<file path="src/rtl/ole_pkg.sv">
// Shared types and codes for the ordered list engine.
package ole_pkg;

  // Operation codes carried on the request channel
  typedef enum logic [2:0] {
    OP_INS_FRONT = 3'd0,
    OP_INS_BACK  = 3'd1,
    OP_INS_POS   = 3'd2,
    OP_DELETE    = 3'd3,
    OP_REVERSE   = 3'd4,
    OP_DUMP      = 3'd5
  } op_e;

  // Result status codes
  localparam logic [2:0] ST_DONE     = 3'd0;
  localparam logic [2:0] ST_POS_BAD  = 3'd1;
  localparam logic [2:0] ST_NOTFOUND = 3'd2;
  localparam logic [2:0] ST_FULL     = 3'd3;
  localparam logic [2:0] ST_EMPTY    = 3'd4;

  // Walk index operations
  typedef enum logic [2:0] {
    IDX_HOLD,
    IDX_CLR,
    IDX_INC,
    IDX_DEC,
    IDX_REV
  } idx_op_e;

  // Controller to datapath
  typedef struct packed {
    logic       latch;       // capture request payload
    logic       ins;         // insert at the op's position
    logic       del;         // remove entry at walk index
    logic       rev_load;    // mirror the whole cell row
    logic       rev_shift;   // move every cell one place toward the front
    idx_op_e    idx_op;
    logic       emit;        // load the result register
    logic       emit_entry;  // result carries a dumped entry
    logic [2:0] status;
  } cmd_t;

  // Datapath to controller
  typedef struct packed {
    logic [2:0] op;
    logic       cnt_zero;
    logic       full;
    logic       pos_beyond;
    logic       scan_end;
    logic       match;
    logic       shift_done;
    logic       dump_last;
  } sts_t;

endpackage

</file>
<file path="src/rtl/ole_datapath.sv">
// Datapath: entry cells, count, walk index and result register.
module ole_datapath #(
  parameter int CAPACITY = 16
) (
  input  logic                clk_i,
  input  logic                rst_ni,
  input  ole_pkg::cmd_t       cmd_i,
  output ole_pkg::sts_t       sts_o,
  input  logic [2:0]          op_i,
  input  logic signed [31:0]  value_i,
  input  logic [4:0]          position_i,
  output logic [2:0]          status_o,
  output logic signed [31:0]  entry_value_o,
  output logic [3:0]          entry_index_o,
  output logic                last_o,
  output logic [4:0]          entry_count_o
);
  import ole_pkg::*;

  localparam int IW   = $clog2(CAPACITY);
  localparam int CW   = $clog2(CAPACITY + 1);
  localparam int CMPW = (CW > 5) ? CW : 5;
  localparam int XW   = (CW > 4) ? CW : 4;
  localparam logic [CW-1:0] CAP_W = CW'(CAPACITY);

  logic [31:0]     cells_q [CAPACITY];
  logic [31:0]     cells_d [CAPACITY];
  logic [CW-1:0]   count_q, count_d;
  logic [CW-1:0]   idx_q, idx_d;
  logic [2:0]      op_q;
  logic [31:0]     val_q;
  logic [4:0]      pos_q;

  logic [2:0]      status_q;
  logic [31:0]     value_q;
  logic [3:0]      index_q;
  logic            last_q;
  logic [4:0]      ecount_q;

  logic [CMPW-1:0] pos_ext, cnt_ext, cntd_ext;
  logic [XW-1:0]   idx_ext;
  logic [CW-1:0]   ins_pos;
  logic [31:0]     cell_rd;

  // Operand views at common widths
  assign pos_ext  = CMPW'(pos_q);
  assign cnt_ext  = CMPW'(count_q);
  assign cntd_ext = CMPW'(count_d);
  assign idx_ext  = XW'(idx_q);
  assign cell_rd  = cells_q[idx_q[IW-1:0]];

  // Insert position per op
  always_comb begin
    case (op_q)
      OP_INS_FRONT: ins_pos = '0;
      OP_INS_BACK:  ins_pos = count_q;
      default:      ins_pos = pos_ext[CW-1:0];
    endcase
  end

  // Status toward the controller
  assign sts_o.op         = op_q;
  assign sts_o.cnt_zero   = (count_q == '0);
  assign sts_o.full       = (count_q == CAP_W);
  assign sts_o.pos_beyond = (op_q == OP_INS_POS) && (pos_ext > cnt_ext);
  assign sts_o.scan_end   = (idx_q == count_q);
  assign sts_o.match      = (cell_rd == val_q);
  assign sts_o.shift_done = (idx_q == '0);
  assign sts_o.dump_last  = ((idx_q + CW'(1)) == count_q);

  // Cell row: parallel shifts with neighbor wiring, and a full mirror for the reverse load
  always_comb begin
    for (int i = 0; i < CAPACITY; i++) begin
      cells_d[i] = cells_q[i];
      if (cmd_i.ins) begin
        if (CW'(i) == ins_pos) begin
          cells_d[i] = val_q;
        end else if ((i > 0) && (CW'(i) > ins_pos)) begin
          cells_d[i] = cells_q[(i > 0) ? i - 1 : 0];
        end
      end else if (cmd_i.del) begin
        if ((i < CAPACITY - 1) && (CW'(i) >= idx_q)) begin
          cells_d[i] = cells_q[(i < CAPACITY - 1) ? i + 1 : i];
        end
      end else if (cmd_i.rev_load) begin
        cells_d[i] = cells_q[CAPACITY - 1 - i];
      end else if (cmd_i.rev_shift) begin
        if (i < CAPACITY - 1) begin
          cells_d[i] = cells_q[(i < CAPACITY - 1) ? i + 1 : i];
        end
      end
    end
  end

  // Count
  always_comb begin
    count_d = count_q;
    if (cmd_i.ins) begin
      count_d = count_q + CW'(1);
    end else if (cmd_i.del) begin
      count_d = count_q - CW'(1);
    end
  end

  // Walk index (scan, dump, reverse shift count)
  always_comb begin
    case (cmd_i.idx_op)
      IDX_CLR: idx_d = '0;
      IDX_INC: idx_d = idx_q + CW'(1);
      IDX_DEC: idx_d = idx_q - CW'(1);
      IDX_REV: idx_d = CAP_W - count_q;
      default: idx_d = idx_q;
    endcase
  end

  // Control-side registers
  always_ff @(posedge clk_i or negedge rst_ni) begin
    if (!rst_ni) begin
      count_q <= '0;
      idx_q   <= '0;
    end else begin
      count_q <= count_d;
      idx_q   <= idx_d;
    end
  end

  // Payload registers
  always_ff @(posedge clk_i) begin
    cells_q <= cells_d;
    if (cmd_i.latch) begin
      op_q  <= op_i;
      val_q <= value_i;
      pos_q <= position_i;
    end
    if (cmd_i.emit) begin
      status_q <= cmd_i.status;
      value_q  <= cmd_i.emit_entry ? cell_rd : '0;
      index_q  <= cmd_i.emit_entry ? idx_ext[3:0] : '0;
      last_q   <= cmd_i.emit_entry ? sts_o.dump_last : 1'b1;
      ecount_q <= cntd_ext[4:0];
    end
  end

  assign status_o      = status_q;
  assign entry_value_o = value_q;
  assign entry_index_o = index_q;
  assign last_o        = last_q;
  assign entry_count_o = ecount_q;

endmodule

</file>
<file path="src/rtl/ole_ctrl.sv">
// Controller: sequences one request at a time and owns the result valid.
module ole_ctrl (
  input  logic          clk_i,
  input  logic          rst_ni,
  input  logic          in_valid_i,
  output logic          in_stall_o,
  output logic          out_valid_o,
  input  logic          out_stall_i,
  input  ole_pkg::sts_t sts_i,
  output ole_pkg::cmd_t cmd_o
);
  import ole_pkg::*;

  typedef enum logic [2:0] {
    S_IDLE,
    S_EXEC,
    S_SCAN,
    S_REV,
    S_DUMP
  } state_e;

  state_e state_q, state_d;
  logic   out_valid_q, out_valid_d;
  logic   out_free;

  assign out_free   = !out_valid_q || !out_stall_i;
  assign in_stall_o = (state_q != S_IDLE);

  // Next state and commands
  always_comb begin
    state_d = state_q;
    cmd_o   = '0;
    cmd_o.idx_op = IDX_HOLD;
    case (state_q)
      S_IDLE: begin
        if (in_valid_i) begin
          cmd_o.latch = 1'b1;
          state_d     = S_EXEC;
        end
      end
      S_EXEC: begin
        case (sts_i.op)
          OP_INS_FRONT, OP_INS_BACK, OP_INS_POS: begin
            if (out_free) begin
              cmd_o.emit = 1'b1;
              if (sts_i.pos_beyond) begin
                cmd_o.status = ST_POS_BAD;
              end else if (sts_i.full) begin
                cmd_o.status = ST_FULL;
              end else begin
                cmd_o.status = ST_DONE;
                cmd_o.ins    = 1'b1;
              end
              state_d = S_IDLE;
            end
          end
          OP_DELETE: begin
            cmd_o.idx_op = IDX_CLR;
            state_d      = S_SCAN;
          end
          OP_REVERSE: begin
            cmd_o.rev_load = 1'b1;
            cmd_o.idx_op   = IDX_REV;
            state_d        = S_REV;
          end
          OP_DUMP: begin
            if (sts_i.cnt_zero) begin
              if (out_free) begin
                cmd_o.emit   = 1'b1;
                cmd_o.status = ST_EMPTY;
                state_d      = S_IDLE;
              end
            end else begin
              cmd_o.idx_op = IDX_CLR;
              state_d      = S_DUMP;
            end
          end
          default: state_d = S_IDLE;  // unused codes: no result
        endcase
      end
      S_SCAN: begin
        if (sts_i.scan_end) begin
          if (out_free) begin
            cmd_o.emit   = 1'b1;
            cmd_o.status = ST_NOTFOUND;
            state_d      = S_IDLE;
          end
        end else if (sts_i.match) begin
          if (out_free) begin
            cmd_o.del    = 1'b1;
            cmd_o.emit   = 1'b1;
            cmd_o.status = ST_DONE;
            state_d      = S_IDLE;
          end
        end else begin
          cmd_o.idx_op = IDX_INC;
        end
      end
      S_REV: begin
        if (sts_i.shift_done) begin
          if (out_free) begin
            cmd_o.emit   = 1'b1;
            cmd_o.status = ST_DONE;
            state_d      = S_IDLE;
          end
        end else begin
          cmd_o.rev_shift = 1'b1;
          cmd_o.idx_op    = IDX_DEC;
        end
      end
      S_DUMP: begin
        if (out_free) begin
          cmd_o.emit       = 1'b1;
          cmd_o.emit_entry = 1'b1;
          cmd_o.status     = ST_DONE;
          if (sts_i.dump_last) begin
            state_d = S_IDLE;
          end else begin
            cmd_o.idx_op = IDX_INC;
          end
        end
      end
      default: state_d = S_IDLE;
    endcase
  end

  // Result valid: set on load, cleared when taken
  always_comb begin
    if (cmd_o.emit) begin
      out_valid_d = 1'b1;
    end else if (!out_stall_i) begin
      out_valid_d = 1'b0;
    end else begin
      out_valid_d = out_valid_q;
    end
  end

  always_ff @(posedge clk_i or negedge rst_ni) begin
    if (!rst_ni) begin
      state_q     <= S_IDLE;
      out_valid_q <= 1'b0;
    end else begin
      state_q     <= state_d;
      out_valid_q <= out_valid_d;
    end
  end

  assign out_valid_o = out_valid_q;

endmodule

</file>
<file path="src/rtl/ordered_list_engine.sv">
// Ordered list engine top level: bounded list of signed 32-bit entries.
// Insert: the execute state loads the result. Delete: the scan walks from the front up to the match.
// Delete of an absent value: the scan walks the whole list. Reverse: mirror the row, then shift it toward the front.
// Dump: one entry per cycle while the receiver does not stall, through one read port.
// One request is in flight at a time; the next is accepted once the result is loaded.
// Reset (rst_ni low, asynchronous) empties the list; cell contents stay undefined.
module ordered_list_engine #(
  parameter int CAPACITY = 16
) (
  input  logic               clk_i,
  input  logic               rst_ni,
  input  logic               in_valid_i,
  output logic               in_stall_o,
  input  logic [2:0]         op_i,
  input  logic signed [31:0] value_i,
  input  logic [4:0]         position_i,
  output logic               out_valid_o,
  input  logic               out_stall_i,
  output logic [2:0]         status_o,
  output logic signed [31:0] entry_value_o,
  output logic [3:0]         entry_index_o,
  output logic               last_o,
  output logic [4:0]         entry_count_o
);
  import ole_pkg::*;

  cmd_t cmd;
  sts_t sts;

  ole_ctrl u_ctrl (
    .clk_i       (clk_i),
    .rst_ni      (rst_ni),
    .in_valid_i  (in_valid_i),
    .in_stall_o  (in_stall_o),
    .out_valid_o (out_valid_o),
    .out_stall_i (out_stall_i),
    .sts_i       (sts),
    .cmd_o       (cmd)
  );

  ole_datapath #(
    .CAPACITY (CAPACITY)
  ) u_dp (
    .clk_i         (clk_i),
    .rst_ni        (rst_ni),
    .cmd_i         (cmd),
    .sts_o         (sts),
    .op_i          (op_i),
    .value_i       (value_i),
    .position_i    (position_i),
    .status_o      (status_o),
    .entry_value_o (entry_value_o),
    .entry_index_o (entry_index_o),
    .last_o        (last_o),
    .entry_count_o (entry_count_o)
  );

`ifndef SYNTHESIS
  // A result is never loaded over one still waiting
  a_no_overwrite: assert property (@(posedge clk_i) disable iff (!rst_ni)
    cmd.emit |-> !(out_valid_o && out_stall_i))
    else $error("result overwritten while stalled");

  // Inserts only into a list with room and at a valid position
  a_ins_room: assert property (@(posedge clk_i) disable iff (!rst_ni)
    cmd.ins |-> (!sts.full && !sts.pos_beyond))
    else $error("insert into full list or bad position");

  // Delete only on a real match inside the list
  a_del_match: assert property (@(posedge clk_i) disable iff (!rst_ni)
    cmd.del |-> (sts.match && !sts.scan_end))
    else $error("delete without match");

  // No new request while a request is still being worked
  a_one_busy: assert property (@(posedge clk_i) disable iff (!rst_ni)
    (in_valid_i && !in_stall_o) |=> in_stall_o)
    else $error("request accepted while busy");
`endif

endmodule

</file>
<file path="config.mk">
export PLATFORM = sky130hd
export DESIGN_NAME = ordered_list_engine
export DESIGN_NICKNAME = d
export VERILOG_FILES = /design/src/rtl/ole_pkg.sv /design/src/rtl/ole_datapath.sv /design/src/rtl/ole_ctrl.sv /design/src/rtl/ordered_list_engine.sv
export SDC_FILE = /design/constraint.sdc
export NUM_CORES = 2
export LEC_CHECK = 0
export BUFFER_PORTS_ARGS = -buffer_cell sky130_fd_sc_hd__buf_2
export CORE_ASPECT_RATIO = 0.6
export CORE_MARGIN = 2
export CORE_UTILIZATION = 45
export CTS_CLUSTER_SIZE = 8
export DETAILED_ROUTE_END_ITERATION = 16
export GPL_ROUTABILITY_DRIVEN = 0
export HOLD_SLACK_MARGIN = 0.12
export PLACE_DENSITY = 0.7
export SETUP_SLACK_MARGIN = 0.5
export SLEW_MARGIN = 10
export SYNTH_ARGS = -nofsm -noshare
export SYNTH_HDL_FRONTEND = slang
export SYNTH_SLANG_ARGS = --single-unit
</file>
<file path="constraint.sdc">
create_clock -name clk_i -period 6.2 [get_ports clk_i]
set_clock_uncertainty 0.05 [all_clocks]
set_input_delay 0.31 -clock clk_i [delete_from_list [all_inputs] [get_ports clk_i]]
set_output_delay 0.31 -clock clk_i [all_outputs]
set_load 0.02 [all_outputs]
</file>
-- Word-level counts from Yosys, hierarchy flattened
Index checks and enable logic that the tools add are counted.
- register bits after elaboration: 611
- bits of input ports: 44
- output and inout bits: 47
- add/sub/neg operators: 5
- $lt $le $gt $ge: 32
- equal/unequal tests: 70
- mux-type cells: 164
- bitwise gates (word level): 1
- reduce and logical (&&, ||, !) cells: 31
- operators by type and width (kind ; count):
    32-bit 2-to-1 mux ; 111
    32-bit binary-select mux with 4-bit select ; 1
    3-bit by 1-bit != test with 1-bit output, second input constant ; 30
    3-bit AND reduction ; 16
    4-bit by 5-bit == test with 1-bit output, first input constant ; 8
    4-bit by 5-bit greater-than comparator with 1-bit output, first input constant ; 8
    4-bit by 5-bit >= comparator with 1-bit output, first input constant ; 7
    3-bit 2-to-1 mux ; 11
    32-bit == test ; 1
    1-bit 2-to-1 mux ; 21
    3-bit by 5-bit == test with 1-bit output, first input constant ; 4
    3-bit by 5-bit >= comparator with 1-bit output, first input constant ; 4
    3-bit by 5-bit greater-than comparator with 1-bit output, first input constant ; 4
    5-bit one-hot mux with 4 select lines ; 1
    3-bit by 2-bit == test with 1-bit output, second input constant ; 6
    3-bit one-hot mux with 3 select lines ; 2
    4-bit one-hot mux with 4 select lines ; 1
    5-bit zero test ; 3
    3-bit one-hot mux with 5 select lines ; 1
    2-bit 2-to-1 mux ; 7
    3-bit == test, second input constant ; 4
    3-bit one-hot mux with 4 select lines ; 1
    5-bit by 1-bit adder with 5-bit output, second input constant ; 2
    2-bit by 5-bit == test with 1-bit output, first input constant ; 2
    31 further kinds ; 47

-- Depth between registers and ports, before layout
- word-level depth: 10
- mapped depth: 17

-- By module
From an unflattened synthesis, not the netlist that was laid out.
- cells, all modules: 3709
- area total of the unflattened synthesis: 40144.8 um^2
- modules (own cells, without submodules) (module ; times used ; cells each ; area each (um^2)):
    ole_datapath ; 1 ; 3644 ; 39629.3
    ole_ctrl ; 1 ; 65 ; 515.5

-- Worst setup path after synthesis
Ideal clock, no wire load.
- path kind: register to register
- from: reg u_dp.idx_q[2], in the netlist u_dp.idx_ext[2]
- to: reg u_dp.cells_q[352] (netlist bit), enable pin
- library setup time: 480 ps
- data arrival time: 5571 ps
- data required time: 5670 ps
- path slack: 100 ps
- cell stages (with the launch flop): 14
- buffers on the path: 3
- cells stage by stage: dfrtp_1 > buf_6 > buf_6 > buf_6 > mux4_2 > mux2i_1 > mux2_2 > a2111oi_0 > nand4_1 > a2111oi_2 > nand3_2 > nor3_4 > a31oi_1 > a311oi_1
- cells in the longest elaborated chain, start to end: 10
- elaborated cells on any way between the ends: 16
- classes of those cells: order compare (1); eq/ne (3); mux (8); bitwise (1); reduce/logical (3)
- ends and longest elaborated chain (what ; line ; source):
    start: declaration ; ole_datapath.sv:29 ; logic [CW-1:0] idx_q, idx_d;
    start signal: assignment ; ole_datapath.sv:123 ; idx_q <= idx_d;
    4-bit NOT with 5-bit output (not written as such) ; ole_datapath.sv:50 ; assign cell_rd = cells_q[idx_q[IW-1:0]];
    32-bit binary-select mux with 4-bit select ; ole_datapath.sv:50 ;
    32-bit 2-to-1 mux (not written as such) (2 in a row) ; ole_datapath.sv:50 ;
    32-bit == test ; ole_datapath.sv:67 ; assign sts_o.match = (cell_rd == val_q);
    1-bit 2-to-1 mux ; ole_ctrl.sv:88 ; end else if (sts_i.match) begin
    1-bit 2-to-1 mux ; ole_ctrl.sv:82 ; if (sts_i.scan_end) begin
    1-bit 2-to-1 mux ; ole_ctrl.sv:34 ; case (state_q)
    3-bit by 1-bit != test with 1-bit output (no line) / 4-bit nonzero test (equally long branches) ; -- ;
    3-bit AND reduction (no line) (*) ; -- ;
    end signal: assignment ; ole_datapath.sv:129 ; cells_q <= cells_d;
    end: declaration ; ole_datapath.sv:26 ; logic [31:0] cells_q [CAPACITY];
Every way passes the cells marked *; elsewhere a longest branch is shown, timed or not. The select of a mux whose other input is x is not followed.
A chain may end at the register's enable or synchronous reset.

-- Final worst setup path
- from: reg u_dp.idx_q[2], in the netlist u_dp.idx_ext[2]
- to: reg u_dp.cells_q[304] (netlist bit), enable pin
The elaborated chain is that of the path after synthesis.

==> impl_results.md <==
- Status: finished clean
- Critical-path cell list: buf_16, mux4_2, mux2i_1, xor2_1, nand4_1, o31ai_1, nand3_2, nor3_4, a31oi_1, a311oi_4, buf_4
- Placed Cells: 5063
- Worst slew pin tran: 1.45 ns
- Final hold slack: 0.276 ns
- Clock buffer depth: 3
- Most common cell in the netlist: nand2_1
- Post-synthesis cell type count: 67
- Ys async rst share: 0.0229
- Final total power: 27.1 mW
- Min-Delay Path Class: primary input to flip-flop
- Starting DRT DRC Count: 6274
- Largest net degree at the start of global routing: 237
- Crit Path Class: flip-flop to flip-flop
- Global route overflow: 0
- I/O Buffers: 90
- Final wirelength: 146000 um
- Io pins: a little over 90
- Leak: between 15 and 20 nW
- Worst-path clk slew: 0.07 ns
- Synth warn: 0
- Maximum vdd drop: around 0.56 mV
- Top post-synthesis cells by count: 990 x nand2_1, 597 x edfxtp_1, 355 x clkbuf_1, 295 x a31oi_1, 283 x a211oi_1
- Startpoint Class: flip-flop
- Area share of fa/ha/maj cells after synthesis: 0.00443
- Synth Register Bits: between 600 and 700
- HPWL after detailed placement: 87100 um
- Net Count, Synth: about 4200
- Yosys top cell by area: edfxtp_1
- TNS Setup: 0 ns
- Power density cells: 618 nW/um^2
- Period utilization: 0.905
- Ys flop type: edfxtp_1
- Initial antenna violation count: 5
- Initial Util: 0.453
- EDFF count, synth: between 500 and 600
- Synthesized area: 39600 sq um
- Main combinational cell family by area after synthesis: simple AND/OR/NAND/NOR gates
- Final Hold Viols: 0
- Clock root buffer master: clkbuf_16
- Synth Area in Compound Gates: 0.154
- # setup viols final: 0
- CTS H-tree depth: 3
- FMAX: 178 MHz
- Fin cells: ~5200
- CP Data Required Time: 6.46 ns
- Row cnt: 84
- Max Slew Vio Count: 0
- Share of the synthesized area in the top cell type: 0.453
- First-pass GRT wire length: 213000 um
- Crit path arrival time: 5.88 ns
- # DRC: 0
- Avg Synthesized Cell Area: 9.57 sq um
- Layout net count: 4093
- Total Die Area: 90400 sq um
- Cells after Synth: 4135
- Mux cell area share after synthesis: 0.127
- Vias in the first global route: 32000
- Core Footprint: 87300 sq um
- XOR/XNOR Fraction of Synth Area: 0.0190
- Crit-path max cell delay: 0.70 ns
- RSZ-0062 raised after global routing: false
- Ranking of synthesized cells by area: edfxtp_1 45%, nand2_1 9.4%, mux2i_1 6.7%
- Crit. End Element: flip-flop
- Initial DRT Pass Iterations: 9
- Layout area overhead: 10.8%
- Vias: 35500
- WL/cell: 28.0 um
- DR vias/cell: 6.80
- Slew Limit Headroom: 0.0338
- Seq/Total Area, Yosys: 0.462
- Number of max-cap violations: 0
- DIE HEIGHT: 234 um
- Slowest cell on the critical path: dfrtp_4
- Sink Count: 611
- Layout cells sized above 1: 0.107
- Critical Path Fanout Max: 82
- R2R Setup Slk: a little under 0.6 ns
- Worst skew pair latency: 0.70 ns
- Minimum clock period: 5.61 ns
- Chip width: 387 um
- Total GRT Usage: 0.314
- Post-route ant nets: 0
- CTS Buf Count: 86
- CTS tree: done
- Simple-gate portion of the synthesized area: 0.190
-- stage by stage --
step,instance area [sq um],util,setup slack (ns)
2_1_floorplan,39600,-,0.768
3_3_place_gp,41000,0.470,0.711
3_5_place_dp,41000,0.470,0.630
4_1_cts,43800,0.501,0.567
5_1_grt,43800,0.502,0.509
6_report,43800,0.502,0.587
-- layout by cell type, fill, tap and decap left out, types with 44 or more instances in the layout --
master	netlist	layout
edfxtp_1	597	597
buf_4	10	73
a21oi_1	179	169
nand2_1	990	984
buf_2	10	90
dlygate4sd3_1	0	44
a31oi_1	295	295
nor2b_1	264	263
a211oi_1	283	283
nor2_1	170	162
and3_1	150	149
mux4_2	101	101
mux2i_1	265	265
o21ai_0	82	81
xnor2_1	54	54
clkbuf_16	0	88
-- power breakdown --
group	internal [mW]	switching, mW	total, mW
registers	7.76	2.70	10.5
logic	4.69	7.57	12.3
clock network	2.53	1.86	4.38
total	15.0	12.1	27.1
-- registers in the layout (all words and copies together), names as in the netlist --
signal              flops
u_dp.cells_q          512
u_dp.entry_value_o     32
u_dp.val_q             32
u_dp.cnt_ext            5
u_dp.entry_count_o      5
u_dp.idx_ext            5
u_dp.pos_ext            5
u_dp.entry_index_o      4
u_ctrl.state_q          3
u_dp.op_q               3
u_dp.status_o           3
u_ctrl.out_valid_o      1
u_dp.last_o             1
-- per-layer routing --
metal,GRT usage,part of all wire,vias up
li1,-,-,15000
met1,0.455,0.39,17000
met2,0.429,0.40,3017
met3,0.104,0.17,444
met4,0.121,0.041,6
met5,0,0.00095,-
-- area by class of cell --
class | instances | area, sq um
Fill cell | 7799 | 43500
Multi-Input combinational cell | 3089 | 19900
Sequential cell | 611 | 18300
Clock buffer | 105 | 2270
Timing Repair Buffer | 225 | 1790
Tap cell | 1161 | 1450
Inverter | 22 | 85.1
Clock inverter | 5 | 52.6
Antenna cell | 2 | 5.00
-- worst max-delay path: cells and delay by family, from the launching register on --
kind                      cells  cell delay [ns]
AOI/OAI and AO/OA             3             1.01
buffers and inverters         2             0.95
muxes                         2             0.82
DFF                           1             0.70
xor gates and xnor gates      1             0.57
and+or+nand+nor               3             0.96
-- cells by family (layout without fill, tap and decap cells) --
family	count (synthesis)	in the layout
xor+xnor	86	86
buf+inv	435	357
other cells	0	2
simple gates	1668	1668
flops	611	611
mux	374	374
fa+ha+maj	14	14
compound gates	947	947
-- what timing repair did --
| item | 4_1_cts | 5_1_grt |
|---|---|---|
| buffers inserted | 0 | 1 |
| setup endpoints to repair | 0 | 369 |
| resized for setup | 0 | 6 |
| hold endpoints to repair | 57 | 0 |
| hold buffers | 44 | 0 |
-- final timing paths --
kind	to	cells after the start	from
hold reg to reg	u_dp.cells_q[267]	2	u_dp.cells_q[235]
max in group asynchronous	u_dp.idx_ext[2]	3	rst_ni
min in group asynchronous	u_dp.idx_ext[4]	3	rst_ni
hold / removal	u_dp.op_q[1]	2	op_i[1]
setup / recovery	u_dp.cells_q[304]	11	u_dp.idx_ext[2]
setup reg to reg	u_dp.cells_q[304]	11	u_dp.idx_ext[2]
No activity file was read; power rests on OpenSTA's default activity.
